### config.mk
export PLATFORM = sky130hd
export DESIGN_NAME = resource_fit_task_scheduler
export DESIGN_NICKNAME = d
export VERILOG_FILES = /design/src/rtl/rfts_pkg.sv /design/src/rtl/rfts_ram.sv /design/src/rtl/rfts_fit.sv /design/src/rtl/resource_fit_task_scheduler.sv
export SDC_FILE = /design/constraint.sdc
export NUM_CORES = 1
export LEC_CHECK = 0
export BUFFER_PORTS_ARGS = -buffer_cell sky130_fd_sc_hd__clkbuf_2
export CAP_MARGIN = 25
export CORE_UTILIZATION = 40
export DETAILED_ROUTE_END_ITERATION = 12
export GPL_ROUTABILITY_DRIVEN = 0
export MAX_ROUTING_LAYER = met4
export PLACE_DENSITY = 0.59
export SLEW_MARGIN = 20
export SYNTH_ARGS = -nofsm -noshare
export SYNTH_HDL_FRONTEND = slang
export SYNTH_SLANG_ARGS = --single-unit
export TNS_END_PERCENT = 5
### constraint.sdc
create_clock -name clk -period 9.89 [get_ports clk]
set_input_delay 1.978 -clock clk [delete_from_list [all_inputs] [get_ports clk]]
set_output_delay 1.978 -clock clk [all_outputs]
set_load 0.02 [all_outputs]
### src/rtl/rfts_pkg.sv
// shared types, codes and constants of the resource-fit task scheduler
package rfts_pkg;

    // default geometry of the task table
    localparam int POD_COUNT_DEF     = 4;
    localparam int SLOTS_PER_POD_DEF = 4;

    // worker budgets after reset
    localparam logic [15:0] W0_RAM_RST = 16'd4000;
    localparam logic [7:0]  W0_CPU_RST = 8'd16;
    localparam logic [15:0] W1_RAM_RST = 16'd3000;
    localparam logic [7:0]  W1_CPU_RST = 8'd8;

    typedef enum logic [1:0] {
        MODE_LOAD     = 2'd0,
        MODE_SCHED    = 2'd1,
        MODE_COMPLETE = 2'd2
    } mode_t;

    typedef enum logic [1:0] {
        KIND_LOAD     = 2'd0,
        KIND_ASSIGNED = 2'd1,
        KIND_NONE     = 2'd2,
        KIND_COMPLETE = 2'd3
    } kind_t;

    typedef enum logic [1:0] {
        ST_EMPTY    = 2'd0,
        ST_INACTIVE = 2'd1,
        ST_BUSY     = 2'd2,
        ST_DONE     = 2'd3
    } status_t;

    typedef enum logic [1:0] {
        CFG_W0_RAM = 2'd0,
        CFG_W0_CPU = 2'd1,
        CFG_W1_RAM = 2'd2,
        CFG_W1_CPU = 2'd3
    } cfg_reg_t;

    typedef enum logic [2:0] {
        S_CLEAR,
        S_IDLE,
        S_FETCH,
        S_LOAD,
        S_COMPLETE,
        S_SCAN,
        S_DECIDE,
        S_EMIT
    } state_t;

    typedef struct packed {
        logic [1:0]  mode;
        logic [1:0]  pod_index;
        logic [1:0]  slot_index;
        logic [15:0] need_ram;
        logic [7:0]  need_cpu;
    } in_t;

    typedef struct packed {
        logic [1:0]  kind;
        logic        worker_id;
        logic [1:0]  granted_pod;
        logic [1:0]  granted_slot;
        logic [15:0] free_ram;
        logic [7:0]  free_cpu;
        logic        all_finished;
        logic        last_of_run;
    } out_t;

    // one word of the task table
    typedef struct packed {
        logic [1:0]  status;
        logic        owner;
        logic [7:0]  cpu;
        logic [15:0] ram;
    } entry_t;

    // sequencer to compare unit
    typedef struct packed {
        logic init;
        logic hit;
        logic pod_end;
    } scan_ctl_t;

    // compare unit result
    typedef struct packed {
        logic        valid;
        logic [15:0] ram;
        logic [7:0]  cpu;
    } fit_stat_t;

endpackage

### src/rtl/rfts_ram.sv
// generic single write, single read memory with registered read data
module rfts_ram #(
    parameter int WIDTH = 8,
    parameter int DEPTH = 16
) (
    input  logic                                    clk,
    input  logic                                    wr_en,
    input  logic [((DEPTH > 1) ? $clog2(DEPTH) : 1)-1:0] wr_addr,
    input  logic [WIDTH-1:0]                        wr_data,
    input  logic [((DEPTH > 1) ? $clog2(DEPTH) : 1)-1:0] rd_addr,
    output logic [WIDTH-1:0]                        rd_data
);

    logic [WIDTH-1:0] mem [DEPTH];

    always_ff @(posedge clk)
    begin
        if (wr_en)
        begin
            mem[wr_addr] <= wr_data;
        end
        rd_data <= mem[rd_addr];
    end

endmodule

### src/rtl/rfts_fit.sv
// compare unit: per-pod lowest-ram candidate and best fitting candidate
module rfts_fit
    import rfts_pkg::*;
#(
    parameter int IDX_W  = 4,
    parameter int POD_W  = 2,
    parameter int SLOT_W = 2
) (
    input  logic              clk,
    input  logic              rst_n,
    input  scan_ctl_t         ctl,
    input  entry_t            entry,
    input  logic [IDX_W-1:0]  hit_addr,
    input  logic [POD_W-1:0]  hit_pod,
    input  logic [SLOT_W-1:0] hit_slot,
    input  logic [15:0]       lim_ram,
    input  logic [7:0]        lim_cpu,
    output fit_stat_t         best,
    output logic [IDX_W-1:0]  best_addr,
    output logic [POD_W-1:0]  best_pod,
    output logic [SLOT_W-1:0] best_slot,
    output logic              pending
);

    logic              cand_valid_reg;
    logic [15:0]       cand_ram_reg;
    logic [7:0]        cand_cpu_reg;
    logic [IDX_W-1:0]  cand_addr_reg;
    logic [POD_W-1:0]  cand_pod_reg;

    logic              podc_go_reg;
    logic              podc_valid_reg;
    logic [15:0]       podc_ram_reg;
    logic [7:0]        podc_cpu_reg;
    logic [IDX_W-1:0]  podc_addr_reg;
    logic [POD_W-1:0]  podc_pod_reg;
    logic [SLOT_W-1:0] podc_slot_reg;
    logic [SLOT_W-1:0] cand_slot_reg;

    logic              best_valid_reg;
    logic [15:0]       best_ram_reg;
    logic [7:0]        best_cpu_reg;
    logic [IDX_W-1:0]  best_addr_reg;
    logic [POD_W-1:0]  best_pod_reg;
    logic [SLOT_W-1:0] best_slot_reg;

    logic              take;
    logic              eff_valid;
    logic [15:0]       eff_ram;
    logic [7:0]        eff_cpu;
    logic [IDX_W-1:0]  eff_addr;
    logic [POD_W-1:0]  eff_pod;
    logic [SLOT_W-1:0] eff_slot;
    logic              promote;

    // lowest ram within the pod, earlier slot wins a tie
    assign take = ctl.hit && (entry.status == ST_INACTIVE) &&
                  (!cand_valid_reg || (entry.ram < cand_ram_reg));

    assign eff_valid = take || cand_valid_reg;
    assign eff_ram   = take ? entry.ram : cand_ram_reg;
    assign eff_cpu   = take ? entry.cpu : cand_cpu_reg;
    assign eff_addr  = take ? hit_addr  : cand_addr_reg;
    assign eff_pod   = take ? hit_pod   : cand_pod_reg;
    assign eff_slot  = take ? hit_slot  : cand_slot_reg;

    // pod candidate against the worker's limits, earlier pod wins a tie
    assign promote = podc_go_reg && podc_valid_reg &&
                     (podc_ram_reg <= lim_ram) && (podc_cpu_reg <= lim_cpu) &&
                     (!best_valid_reg || (podc_ram_reg < best_ram_reg));

    always_ff @(posedge clk or negedge rst_n)
    begin
        if (!rst_n)
        begin
            cand_valid_reg <= 1'b0;
            podc_go_reg    <= 1'b0;
            podc_valid_reg <= 1'b0;
            best_valid_reg <= 1'b0;
        end
        else if (ctl.init)
        begin
            cand_valid_reg <= 1'b0;
            podc_go_reg    <= 1'b0;
            podc_valid_reg <= 1'b0;
            best_valid_reg <= 1'b0;
        end
        else
        begin
            podc_go_reg <= ctl.hit && ctl.pod_end;
            if (ctl.hit)
            begin
                if (ctl.pod_end)
                begin
                    podc_valid_reg <= eff_valid;
                    cand_valid_reg <= 1'b0;
                end
                else
                begin
                    cand_valid_reg <= eff_valid;
                end
            end
            if (promote)
            begin
                best_valid_reg <= 1'b1;
            end
        end
    end

    always_ff @(posedge clk)
    begin
        if (ctl.hit && !ctl.pod_end)
        begin
            cand_ram_reg  <= eff_ram;
            cand_cpu_reg  <= eff_cpu;
            cand_addr_reg <= eff_addr;
            cand_pod_reg  <= eff_pod;
            cand_slot_reg <= eff_slot;
        end
        if (ctl.hit && ctl.pod_end)
        begin
            podc_ram_reg  <= eff_ram;
            podc_cpu_reg  <= eff_cpu;
            podc_addr_reg <= eff_addr;
            podc_pod_reg  <= eff_pod;
            podc_slot_reg <= eff_slot;
        end
        if (promote)
        begin
            best_ram_reg  <= podc_ram_reg;
            best_cpu_reg  <= podc_cpu_reg;
            best_addr_reg <= podc_addr_reg;
            best_pod_reg  <= podc_pod_reg;
            best_slot_reg <= podc_slot_reg;
        end
    end

    assign best.valid = best_valid_reg;
    assign best.ram   = best_ram_reg;
    assign best.cpu   = best_cpu_reg;
    assign best_addr  = best_addr_reg;
    assign best_pod   = best_pod_reg;
    assign best_slot  = best_slot_reg;
    assign pending    = podc_go_reg;

endmodule

### src/rtl/resource_fit_task_scheduler.sv
// top level of the resource-fit task scheduler: sequencer, worker budgets, task table
//
//  channel | handshake           | beat
//  --------+---------------------+-------------------------------------------
//  in      | in_valid / in_stall | in_data: mode, pod, slot, ram and cpu need
//  out     | out_valid/out_stall | out_data: one result, last_of_run marks end
//  cfg     | cfg_valid/cfg_ready | cfg_index selects budget, cfg_data value
//
// load and completion: the item passes the fetch step, then the load or complete
// step, then the emit step, which loads the output register before the next item
// is taken; an unused mode is absorbed with no result
// a schedule round scans the whole table once per worker through one read port
// of the task memory; after reset a clearing pass marks every entry empty;
// no input beat is taken meanwhile, configuration writes are taken at once
// out_stall holds the sequencer in its emit step while the output register still
// holds a stalled beat; in_stall is high whenever an item is being worked on
module resource_fit_task_scheduler
    import rfts_pkg::*;
#(
    parameter int POD_COUNT     = POD_COUNT_DEF,
    parameter int SLOTS_PER_POD = SLOTS_PER_POD_DEF
) (
    input  logic       clk,
    input  logic       rst_n,
    // item channel
    input  logic       in_valid,
    output logic       in_stall,
    input  in_t        in_data,
    // result channel
    output logic       out_valid,
    input  logic       out_stall,
    output out_t       out_data,
    // budget registers
    input  logic       cfg_valid,
    output logic       cfg_ready,
    input  logic [1:0] cfg_index,
    input  logic [15:0] cfg_data
);

    localparam int DEPTH   = POD_COUNT * SLOTS_PER_POD;
    localparam int IDX_W   = (DEPTH > 1) ? $clog2(DEPTH) : 1;
    localparam int POD_W   = (POD_COUNT > 1) ? $clog2(POD_COUNT) : 1;
    localparam int SLOT_W  = (SLOTS_PER_POD > 1) ? $clog2(SLOTS_PER_POD) : 1;
    localparam int CNT_W   = $clog2(DEPTH + 1);
    localparam int ENTRY_W = $bits(entry_t);

    // sequencer state
    state_t            state_reg, state_next;
    in_t               item_reg, item_next;
    logic [IDX_W-1:0]  e_reg, e_next;
    logic              inrange_reg, inrange_next;
    logic              worker_reg, worker_next;
    logic [IDX_W-1:0]  clr_addr_reg, clr_addr_next;

    // scan address generator and first pipeline stage
    logic [IDX_W-1:0]  issue_addr_reg, issue_addr_next;
    logic [POD_W-1:0]  issue_pod_reg, issue_pod_next;
    logic [SLOT_W-1:0] issue_slot_reg, issue_slot_next;
    logic              issue_done_reg, issue_done_next;
    logic              d1_valid_reg, d1_valid_next;
    logic              d1_last_reg, d1_last_next;
    logic [IDX_W-1:0]  d1_addr_reg, d1_addr_next;
    logic [POD_W-1:0]  d1_pod_reg, d1_pod_next;
    logic [SLOT_W-1:0] d1_slot_reg, d1_slot_next;

    // tasks that are inactive or in progress
    logic [CNT_W-1:0]  count_reg, count_next;

    // worker budgets left
    logic [15:0]       avail_ram0_reg, avail_ram0_next;
    logic [15:0]       avail_ram1_reg, avail_ram1_next;
    logic [7:0]        avail_cpu0_reg, avail_cpu0_next;
    logic [7:0]        avail_cpu1_reg, avail_cpu1_next;

    // pending result and output register
    out_t              res_reg, res_next;
    out_t              out_reg, out_next;
    logic              out_valid_reg, out_valid_next;

    // memory ports
    logic              wr_en;
    logic [IDX_W-1:0]  wr_addr;
    entry_t            wr_entry;
    logic [IDX_W-1:0]  rd_addr;
    logic [ENTRY_W-1:0] rd_word;
    entry_t            rd_entry;

    // compare unit
    scan_ctl_t         ctl;
    logic              scan_init;
    fit_stat_t         best;
    logic [IDX_W-1:0]  best_addr;
    logic [POD_W-1:0]  best_pod;
    logic [SLOT_W-1:0] best_slot;
    logic              fit_pending;

    logic [15:0]       cur_ram;
    logic [7:0]        cur_cpu;
    logic [16:0]       ret_ram;
    logic [8:0]        ret_cpu;
    logic [15:0]       ret_ram_sat;
    logic [7:0]        ret_cpu_sat;
    logic              out_free;
    logic              grant;

    assign rd_entry = entry_t'(rd_word);

    rfts_ram #(
        .WIDTH (ENTRY_W),
        .DEPTH (DEPTH)
    ) u_table (
        .clk     (clk),
        .wr_en   (wr_en),
        .wr_addr (wr_addr),
        .wr_data (ENTRY_W'(wr_entry)),
        .rd_addr (rd_addr),
        .rd_data (rd_word)
    );

    // budget of the worker being scanned
    assign cur_ram = worker_reg ? avail_ram1_reg : avail_ram0_reg;
    assign cur_cpu = worker_reg ? avail_cpu1_reg : avail_cpu0_reg;

    assign ctl.init    = scan_init;
    assign ctl.hit     = d1_valid_reg;
    assign ctl.pod_end = d1_last_reg;

    rfts_fit #(
        .IDX_W  (IDX_W),
        .POD_W  (POD_W),
        .SLOT_W (SLOT_W)
    ) u_fit (
        .clk       (clk),
        .rst_n     (rst_n),
        .ctl       (ctl),
        .entry     (rd_entry),
        .hit_addr  (d1_addr_reg),
        .hit_pod   (d1_pod_reg),
        .hit_slot  (d1_slot_reg),
        .lim_ram   (cur_ram),
        .lim_cpu   (cur_cpu),
        .best      (best),
        .best_addr (best_addr),
        .best_pod  (best_pod),
        .best_slot (best_slot),
        .pending   (fit_pending)
    );

    // completion hands resources back to the owner, saturating at full scale
    assign ret_ram     = {1'b0, (rd_entry.owner ? avail_ram1_reg : avail_ram0_reg)}
                         + {1'b0, rd_entry.ram};
    assign ret_cpu     = {1'b0, (rd_entry.owner ? avail_cpu1_reg : avail_cpu0_reg)}
                         + {1'b0, rd_entry.cpu};
    assign ret_ram_sat = ret_ram[16] ? 16'hFFFF : ret_ram[15:0];
    assign ret_cpu_sat = ret_cpu[8] ? 8'hFF : ret_cpu[7:0];

    // strict check: both remainders must stay above zero
    assign grant = best.valid && (best.ram < cur_ram) && (best.cpu < cur_cpu);

    assign out_free = !out_valid_reg || !out_stall;
    assign rd_addr  = (state_reg == S_SCAN) ? issue_addr_reg : e_reg;

    always_comb
    begin
        state_next      = state_reg;
        item_next       = item_reg;
        e_next          = e_reg;
        inrange_next    = inrange_reg;
        worker_next     = worker_reg;
        clr_addr_next   = clr_addr_reg;
        issue_addr_next = issue_addr_reg;
        issue_pod_next  = issue_pod_reg;
        issue_slot_next = issue_slot_reg;
        issue_done_next = issue_done_reg;
        d1_valid_next   = 1'b0;
        d1_last_next    = d1_last_reg;
        d1_addr_next    = d1_addr_reg;
        d1_pod_next     = d1_pod_reg;
        d1_slot_next    = d1_slot_reg;
        count_next      = count_reg;
        avail_ram0_next = avail_ram0_reg;
        avail_ram1_next = avail_ram1_reg;
        avail_cpu0_next = avail_cpu0_reg;
        avail_cpu1_next = avail_cpu1_reg;
        res_next        = res_reg;
        out_next        = out_reg;
        out_valid_next  = out_valid_reg && out_stall;
        wr_en           = 1'b0;
        wr_addr         = e_reg;
        wr_entry        = '0;
        scan_init       = 1'b0;

        unique case (state_reg)
            S_CLEAR:
            begin
                // mark every entry empty, one a cycle
                wr_en           = 1'b1;
                wr_addr         = clr_addr_reg;
                wr_entry.status = ST_EMPTY;
                if (clr_addr_reg == IDX_W'(DEPTH - 1))
                begin
                    state_next = S_IDLE;
                end
                else
                begin
                    clr_addr_next = clr_addr_reg + IDX_W'(1);
                end
            end

            S_IDLE:
            begin
                if (in_valid)
                begin
                    item_next    = in_data;
                    inrange_next = (32'(in_data.pod_index) < POD_COUNT) &&
                                   (32'(in_data.slot_index) < SLOTS_PER_POD);
                    e_next       = IDX_W'(32'(in_data.pod_index) * SLOTS_PER_POD
                                          + 32'(in_data.slot_index));
                    unique case (in_data.mode)
                        MODE_LOAD,
                        MODE_COMPLETE:
                        begin
                            state_next = S_FETCH;
                        end
                        MODE_SCHED:
                        begin
                            worker_next     = 1'b0;
                            scan_init       = 1'b1;
                            issue_addr_next = '0;
                            issue_pod_next  = '0;
                            issue_slot_next = '0;
                            issue_done_next = 1'b0;
                            state_next      = S_SCAN;
                        end
                        default:
                        begin
                            // unused mode: beat absorbed, nothing happens
                            state_next = S_IDLE;
                        end
                    endcase
                end
            end

            S_FETCH:
            begin
                // table read at e_reg under way
                priority if (item_reg.mode == MODE_LOAD)
                begin
                    state_next = S_LOAD;
                end
                else
                begin
                    state_next = S_COMPLETE;
                end
            end

            S_LOAD:
            begin
                if (inrange_reg)
                begin
                    wr_en           = 1'b1;
                    wr_entry.status = ST_INACTIVE;
                    wr_entry.owner  = 1'b0;
                    wr_entry.cpu    = item_reg.need_cpu;
                    wr_entry.ram    = item_reg.need_ram;
                    // an entry joins the open set unless it already was there
                    if ((rd_entry.status == ST_EMPTY) || (rd_entry.status == ST_DONE))
                    begin
                        count_next = count_reg + CNT_W'(1);
                    end
                end
                res_next              = '0;
                res_next.kind         = KIND_LOAD;
                res_next.granted_pod  = item_reg.pod_index;
                res_next.granted_slot = item_reg.slot_index;
                res_next.last_of_run  = 1'b1;
                state_next            = S_EMIT;
            end

            S_COMPLETE:
            begin
                res_next              = '0;
                res_next.kind         = KIND_COMPLETE;
                res_next.granted_pod  = item_reg.pod_index;
                res_next.granted_slot = item_reg.slot_index;
                res_next.last_of_run  = 1'b1;
                if (inrange_reg && (rd_entry.status == ST_BUSY))
                begin
                    wr_en           = 1'b1;
                    wr_entry        = rd_entry;
                    wr_entry.status = ST_DONE;
                    count_next      = count_reg - CNT_W'(1);
                    if (rd_entry.owner)
                    begin
                        avail_ram1_next = ret_ram_sat;
                        avail_cpu1_next = ret_cpu_sat;
                    end
                    else
                    begin
                        avail_ram0_next = ret_ram_sat;
                        avail_cpu0_next = ret_cpu_sat;
                    end
                    res_next.worker_id = rd_entry.owner;
                    res_next.free_ram  = ret_ram_sat;
                    res_next.free_cpu  = ret_cpu_sat;
                end
                state_next = S_EMIT;
            end

            S_SCAN:
            begin
                // one table read a cycle; the compare unit takes the registered read data
                if (!issue_done_reg)
                begin
                    d1_valid_next = 1'b1;
                    d1_addr_next  = issue_addr_reg;
                    d1_pod_next   = issue_pod_reg;
                    d1_slot_next  = issue_slot_reg;
                    d1_last_next  = (issue_slot_reg == SLOT_W'(SLOTS_PER_POD - 1));
                    if (issue_slot_reg == SLOT_W'(SLOTS_PER_POD - 1))
                    begin
                        issue_slot_next = '0;
                        issue_pod_next  = issue_pod_reg + POD_W'(1);
                    end
                    else
                    begin
                        issue_slot_next = issue_slot_reg + SLOT_W'(1);
                    end
                    if (issue_addr_reg == IDX_W'(DEPTH - 1))
                    begin
                        issue_done_next = 1'b1;
                    end
                    else
                    begin
                        issue_addr_next = issue_addr_reg + IDX_W'(1);
                    end
                end
                else if (!d1_valid_reg && !fit_pending)
                begin
                    state_next = S_DECIDE;
                end
            end

            S_DECIDE:
            begin
                res_next             = '0;
                res_next.worker_id   = worker_reg;
                res_next.last_of_run = worker_reg;
                if (grant)
                begin
                    wr_en           = 1'b1;
                    wr_addr         = best_addr;
                    wr_entry.status = ST_BUSY;
                    wr_entry.owner  = worker_reg;
                    wr_entry.cpu    = best.cpu;
                    wr_entry.ram    = best.ram;
                    if (worker_reg)
                    begin
                        avail_ram1_next = cur_ram - best.ram;
                        avail_cpu1_next = cur_cpu - best.cpu;
                    end
                    else
                    begin
                        avail_ram0_next = cur_ram - best.ram;
                        avail_cpu0_next = cur_cpu - best.cpu;
                    end
                    res_next.kind         = KIND_ASSIGNED;
                    res_next.granted_pod  = 2'(best_pod);
                    res_next.granted_slot = 2'(best_slot);
                    res_next.free_ram     = cur_ram - best.ram;
                    res_next.free_cpu     = cur_cpu - best.cpu;
                end
                else
                begin
                    res_next.kind     = KIND_NONE;
                    res_next.free_ram = cur_ram;
                    res_next.free_cpu = cur_cpu;
                end
                state_next = S_EMIT;
            end

            S_EMIT:
            begin
                if (out_free)
                begin
                    out_next              = res_reg;
                    out_next.all_finished = (count_reg == '0);
                    out_valid_next        = 1'b1;
                    if (res_reg.last_of_run)
                    begin
                        state_next = S_IDLE;
                    end
                    else
                    begin
                        // second half of the round: worker one
                        worker_next     = 1'b1;
                        scan_init       = 1'b1;
                        issue_addr_next = '0;
                        issue_pod_next  = '0;
                        issue_slot_next = '0;
                        issue_done_next = 1'b0;
                        state_next      = S_SCAN;
                    end
                end
            end
        endcase

        // budget writes reload the worker's remaining amount
        if (cfg_valid)
        begin
            unique case (cfg_reg_t'(cfg_index))
                CFG_W0_RAM: avail_ram0_next = cfg_data;
                CFG_W0_CPU: avail_cpu0_next = cfg_data[7:0];
                CFG_W1_RAM: avail_ram1_next = cfg_data;
                CFG_W1_CPU: avail_cpu1_next = cfg_data[7:0];
            endcase
        end
    end

    always_ff @(posedge clk or negedge rst_n)
    begin
        if (!rst_n)
        begin
            state_reg      <= S_CLEAR;
            clr_addr_reg   <= '0;
            worker_reg     <= 1'b0;
            issue_done_reg <= 1'b1;
            d1_valid_reg   <= 1'b0;
            count_reg      <= '0;
            avail_ram0_reg <= W0_RAM_RST;
            avail_cpu0_reg <= W0_CPU_RST;
            avail_ram1_reg <= W1_RAM_RST;
            avail_cpu1_reg <= W1_CPU_RST;
            out_valid_reg  <= 1'b0;
        end
        else
        begin
            state_reg      <= state_next;
            clr_addr_reg   <= clr_addr_next;
            worker_reg     <= worker_next;
            issue_done_reg <= issue_done_next;
            d1_valid_reg   <= d1_valid_next;
            count_reg      <= count_next;
            avail_ram0_reg <= avail_ram0_next;
            avail_cpu0_reg <= avail_cpu0_next;
            avail_ram1_reg <= avail_ram1_next;
            avail_cpu1_reg <= avail_cpu1_next;
            out_valid_reg  <= out_valid_next;
        end
    end

    // payload registers
    always_ff @(posedge clk)
    begin
        item_reg       <= item_next;
        e_reg          <= e_next;
        inrange_reg    <= inrange_next;
        issue_addr_reg <= issue_addr_next;
        issue_pod_reg  <= issue_pod_next;
        issue_slot_reg <= issue_slot_next;
        d1_last_reg    <= d1_last_next;
        d1_addr_reg    <= d1_addr_next;
        d1_pod_reg     <= d1_pod_next;
        d1_slot_reg    <= d1_slot_next;
        res_reg        <= res_next;
        out_reg        <= out_next;
    end

    assign in_stall  = (state_reg != S_IDLE);
    assign out_valid = out_valid_reg;
    assign out_data  = out_reg;
    assign cfg_ready = 1'b1;

endmodule

==> flow_summary_export.csv <==
group,metric,value,unit
global_routing,gr-total-overflow,0,
hold_path,holdCritStartpoint,"u_fit.podc_slot_reg[1]",
global_routing,grt_pass1_vias,22110,
floorplan,die_area,0.08593,sq mm
logic_synthesis,synth-edff-count,640,
routing,post_drt_via_cell_ratio,5.980,
routing,post_drt_wl_per_cell,25.15,microns
floorplan,initial_utilization,40.45,%
worst_setup_path,worst_ep_required_time,10.17,ns
sta,timing.setup.tns,0,ns
worst_setup_path,r2r_setup_slack,4.27,ns
logic_synthesis,synth_top_flop_cell,"sky130_fd_sc_hd__edfxtp_1",
logic_synthesis,net_count_after_synthesis,2600,
clock_network,cts.clk_slew.worst_paths,0.06,ns
sta,worstMarginPinSlew,1.130,ns
worst_setup_path,cp_slowest_stage_delay,0.91,ns
logic_synthesis,synth.distinct_cells,85,
routing,vias,22260,
cells_and_area,share_of_post_route_cells_with_drive_strength_above_1,18.85,%
hold_path,holdPathEnd,"u_fit.best_slot[1]",
cells_and_area,max_reg_flops,432,
global_routing,global_route_wire_length_before_repair,140.7,mm
logic_synthesis,yosys_warnings,0,
logic_synthesis,synth.cell_area,0.03390,sq mm
worst_setup_path,critical_path.reg2reg.endpoint,"u_table.mem[5][26]",
power,p_per_area,345.7,mW/mm^2
sta,period_utilization,56.81,%
worst_setup_path,critical_path.slowest_cell,"sky130_fd_sc_hd__and4b_2",
clock_network,hold_buffers,0,
worst_setup_path,crit_chain,"buf_4 -> mux2_2 -> ha_1 -> a21oi_2 -> o211ai_1 -> a311oi_1 -> a21oi_2 -> a31oi_1 -> a221o_1 -> and4b_2",
clock_network,clock_tree.root_cell,"sky130_fd_sc_hd__clkbuf_16",
floorplan,io_pins,89,
logic_synthesis,synth.avg_cell_area,13.95,sq um
worst_setup_path,worst_path_most_repeated_cell,"sky130_fd_sc_hd__a21oi_2",
worst_setup_path,worst_setup_path_start_kind,"register",
worst_setup_path,timing.setup.critical_path_class,"reg -> reg",
floorplan,height_of_the_chip,293.1,microns
cells_and_area,finish.net_count,2691,
global_routing,grt_max_degree,109,
global_routing,grt_util_all_layers,22.43,%
sta,layout_min_cycle_time,5.619,ns
worst_setup_path,crit_path_max_fanout,27,
sta,grt_setup_unrepaired,"no",
hold_path,worst_min_path_class,"reg -> reg",
logic_synthesis,yosysSeqAreaShare,63.36,%
floorplan,core.rowCount,106,
worst_setup_path,crit_path_end_kind,"register",
floorplan,fp.coreArea,0.08382,sq mm
worst_setup_path,arrival_time_reported_for_the_critical_path_endpoint,5.89,ns
power,power,13330,uW
routing,detail-route-antenna-nets,0,
logic_synthesis,syn_inst,2431,
power,leakage,0.01385,uW
job,cap_viol_max_count,0,
power,peakVddDrop,169.5,uV
cells_and_area,antenna-diode-count,0,
clock_network,cts.htree.levels,3,
sta,setup_violations,0,
cells_and_area,final_core_util,46.00,%
clock_network,tritoncts.num_buffers,80,
routing,first_iter_violations,2286,
sta,worst_slack_on_hold_paths,0.4155,ns
placement,io_buffers,87,
run_status,run_status,"complete, no violations",
sta,achievable-frequency,178.0,MHz
placement,dpl.hpwl,62.03,mm
worst_setup_path,r2r_cells,10,
logic_synthesis,async_reset_ff_share,9.252,%
clock_network,ctsLongestPathBuffers,3,
sta,timing.final.max_slew_violations,0,
routing,drt_pre_antenna_iters,6,
sta,slew_headroom,24.65,%
cells_and_area,area_growth,13.74,%
worst_setup_path,worstReg2RegStart,"worker_reg",
routing,detail_route.wirelength,93.65,mm
clock_network,clock_tree_from_tritoncts,"done",
placement,dp_cells,3571,
hold_path,min_path_cells,0,
clock_network,cts_repair_resize_count,0,
cells_and_area,final-instance-count-excl-fill,3723,
sta,timing.clock.skew,0.05490,ns
global_routing,grt_antenna_before_repair,1,
routing,drc_errors,0,
floorplan,die_width,293.1,microns
logic_synthesis,synth.ff_latch_count,735,
clock_network,clock_latency,0.66,ns
sta,finalHoldViolCount,0,
clock_network,cts_sinks,735,
clock_network,post-cts-setup-buffers,0,
cells by family (layout without fill, tap and decap cells):
group | after synthesis | in the layout | synth area share, %
flip-flops | 735 | 735 | 63.36
AO/OA/AOI/OAI | 568 | 568 | 11.12
AND/OR/NAND/NOR | 554 | 554 | 7.957
buffers and inverters | 250 | 408 | 3.030
multiplexers | 164 | 164 | 9.027
adder cells (fa/ha/maj) | 116 | 116 | 4.392
XOR/XNOR | 43 | 43 | 1.111
other | 1 | 1 | 0.01106
per-stage QoR:
| stage | setup slack [ns] | area (sq um) |
|---|---|---|
| floorplan | 2.981 | 33900 |
| global placement | 4.531 | 35780 |
| detailed placement | 4.345 | 35800 |
| CTS | 4.322 | 38500 |
| global route | 4.048 | 38560 |
| finish | 4.271 | 38560 |
synth_stat cells (14+ instances only):
library cell | count | area share [%]
sky130_fd_sc_hd__edfxtp_1 | 640 | 57
sky130_fd_sc_hd__a31oi_1 | 63 | 1.2
sky130_fd_sc_hd__o21ai_0 | 85 | 1.3
sky130_fd_sc_hd__inv_1 | 114 | 1.3
sky130_fd_sc_hd__clkbuf_1 | 104 | 1.2
sky130_fd_sc_hd__o211ai_1 | 36 | 0.80
sky130_fd_sc_hd__a221oi_1 | 33 | 0.85
sky130_fd_sc_hd__dfxtp_1 | 27 | 1.6
sky130_fd_sc_hd__a211oi_1 | 44 | 0.97
sky130_fd_sc_hd__dfrtp_1 | 52 | 3.8
sky130_fd_sc_hd__xnor2_1 | 27 | 0.70
sky130_fd_sc_hd__nand4_1 | 46 | 0.85
sky130_fd_sc_hd__nand2_1 | 135 | 1.5
sky130_fd_sc_hd__nand3_1 | 50 | 0.74
sky130_fd_sc_hd__a222oi_1 | 24 | 0.71
sky130_fd_sc_hd__nor2_1 | 163 | 1.8
sky130_fd_sc_hd__dfstp_2 | 16 | 1.2
sky130_fd_sc_hd__nor2b_1 | 14 | 0.26
sky130_fd_sc_hd__nor3_1 | 20 | 0.30
sky130_fd_sc_hd__a21oi_1 | 151 | 2.2
sky130_fd_sc_hd__xor2_1 | 16 | 0.41
sky130_fd_sc_hd__and3_1 | 23 | 0.42
sky130_fd_sc_hd__and2_1 | 37 | 0.68
sky130_fd_sc_hd__a21o_1 | 41 | 0.91
sky130_fd_sc_hd__ha_1 | 111 | 4.1
sky130_fd_sc_hd__mux4_2 | 108 | 7.2
sky130_fd_sc_hd__mux2_2 | 48 | 1.6
report_power, final:
| group | internal, uW | total [uW] | switching [uW] |
|---|---|---|---|
| sequential | 4220 | 4660 | 446 |
| clock | 1740 | 3030 | 1290 |
| combinational | 2010 | 5640 | 3630 |
| total | 7960 | 13300 | 5370 |
worst max path at each step:
stage	slack (ns)	end	from	cells after the start
after floorplan	2.98	u_table.mem[6][0]	worker_reg	13
after global placement	4.53	u_table.mem[5][11]	worker_reg	10
after detailed placement	4.34	u_table.mem[5][11]	worker_reg	10
after CTS	4.32	u_table.mem[5][26]	worker_reg	10
after global routing	4.05	u_table.mem[5][0]	worker_reg	10
final	4.27	u_table.mem[5][26]	worker_reg	10
critical path, delay by kind of cell, from the launching register on:
family,cells,cell delay (ns)
compound gates,6,2.69
simple gates,1,0.91
mux,1,0.43
fa+ha+maj,1,0.42
buf+inv,1,0.40
flops,1,0.33
layer usage:
layer / routed length, microns / up-vias / GRT usage, % / part of all wire, %
met3: 7210 / 205 / 3.094 / 7.7
met2: 42780 / 1027 / 33.50 / 46
met5: 0 / - / - / 0
li1: - / 9709 / - / -
met4: 2940 / 0 / 7.841 / 3.1
met1: 40720 / 11320 / 31.45 / 43
cell type report:
type | instances | area (sq um)
Inverter | 115 | 431.7
Sequential cell | 735 | 21480
Multi-Input combinational cell | 1446 | 11610
Fill cell | 7420 | 45260
Tap cell | 1134 | 1419
Timing Repair Buffer | 144 | 915.9
Clock buffer | 97 | 2086
Clock inverter | 52 | 611.8
layout by cell type (no fill, tap or decap), drive strengths merged, types with 10 or more instances in the layout:
| cell | n |
|---|---|
| nand2 | 137 |
| dfxtp | 27 |
| o21a | 10 |
| nor2b | 14 |
| o21ai | 87 |
| mux2 | 48 |
| dfstp | 16 |
| a222oi | 24 |
| a21oi | 153 |
| nand2b | 12 |
| buf | 58 |
| dfrtp | 52 |
| ha | 111 |
| nand4 | 46 |
| xor2 | 16 |
| clkinv | 39 |
| mux4 | 108 |
| o211ai | 36 |
| o22ai | 12 |
| a31oi | 63 |
| and3 | 24 |
| and2 | 38 |
| a21o | 41 |
| clkbuf | 183 |
| nor3 | 20 |
| nor4 | 12 |
| nor2 | 163 |
| a221oi | 34 |
| a211oi | 44 |
| edfxtp | 640 |
| xnor2 | 27 |
| nand3 | 50 |
| inv | 117 |
Power figures use the tool's default switching activity.
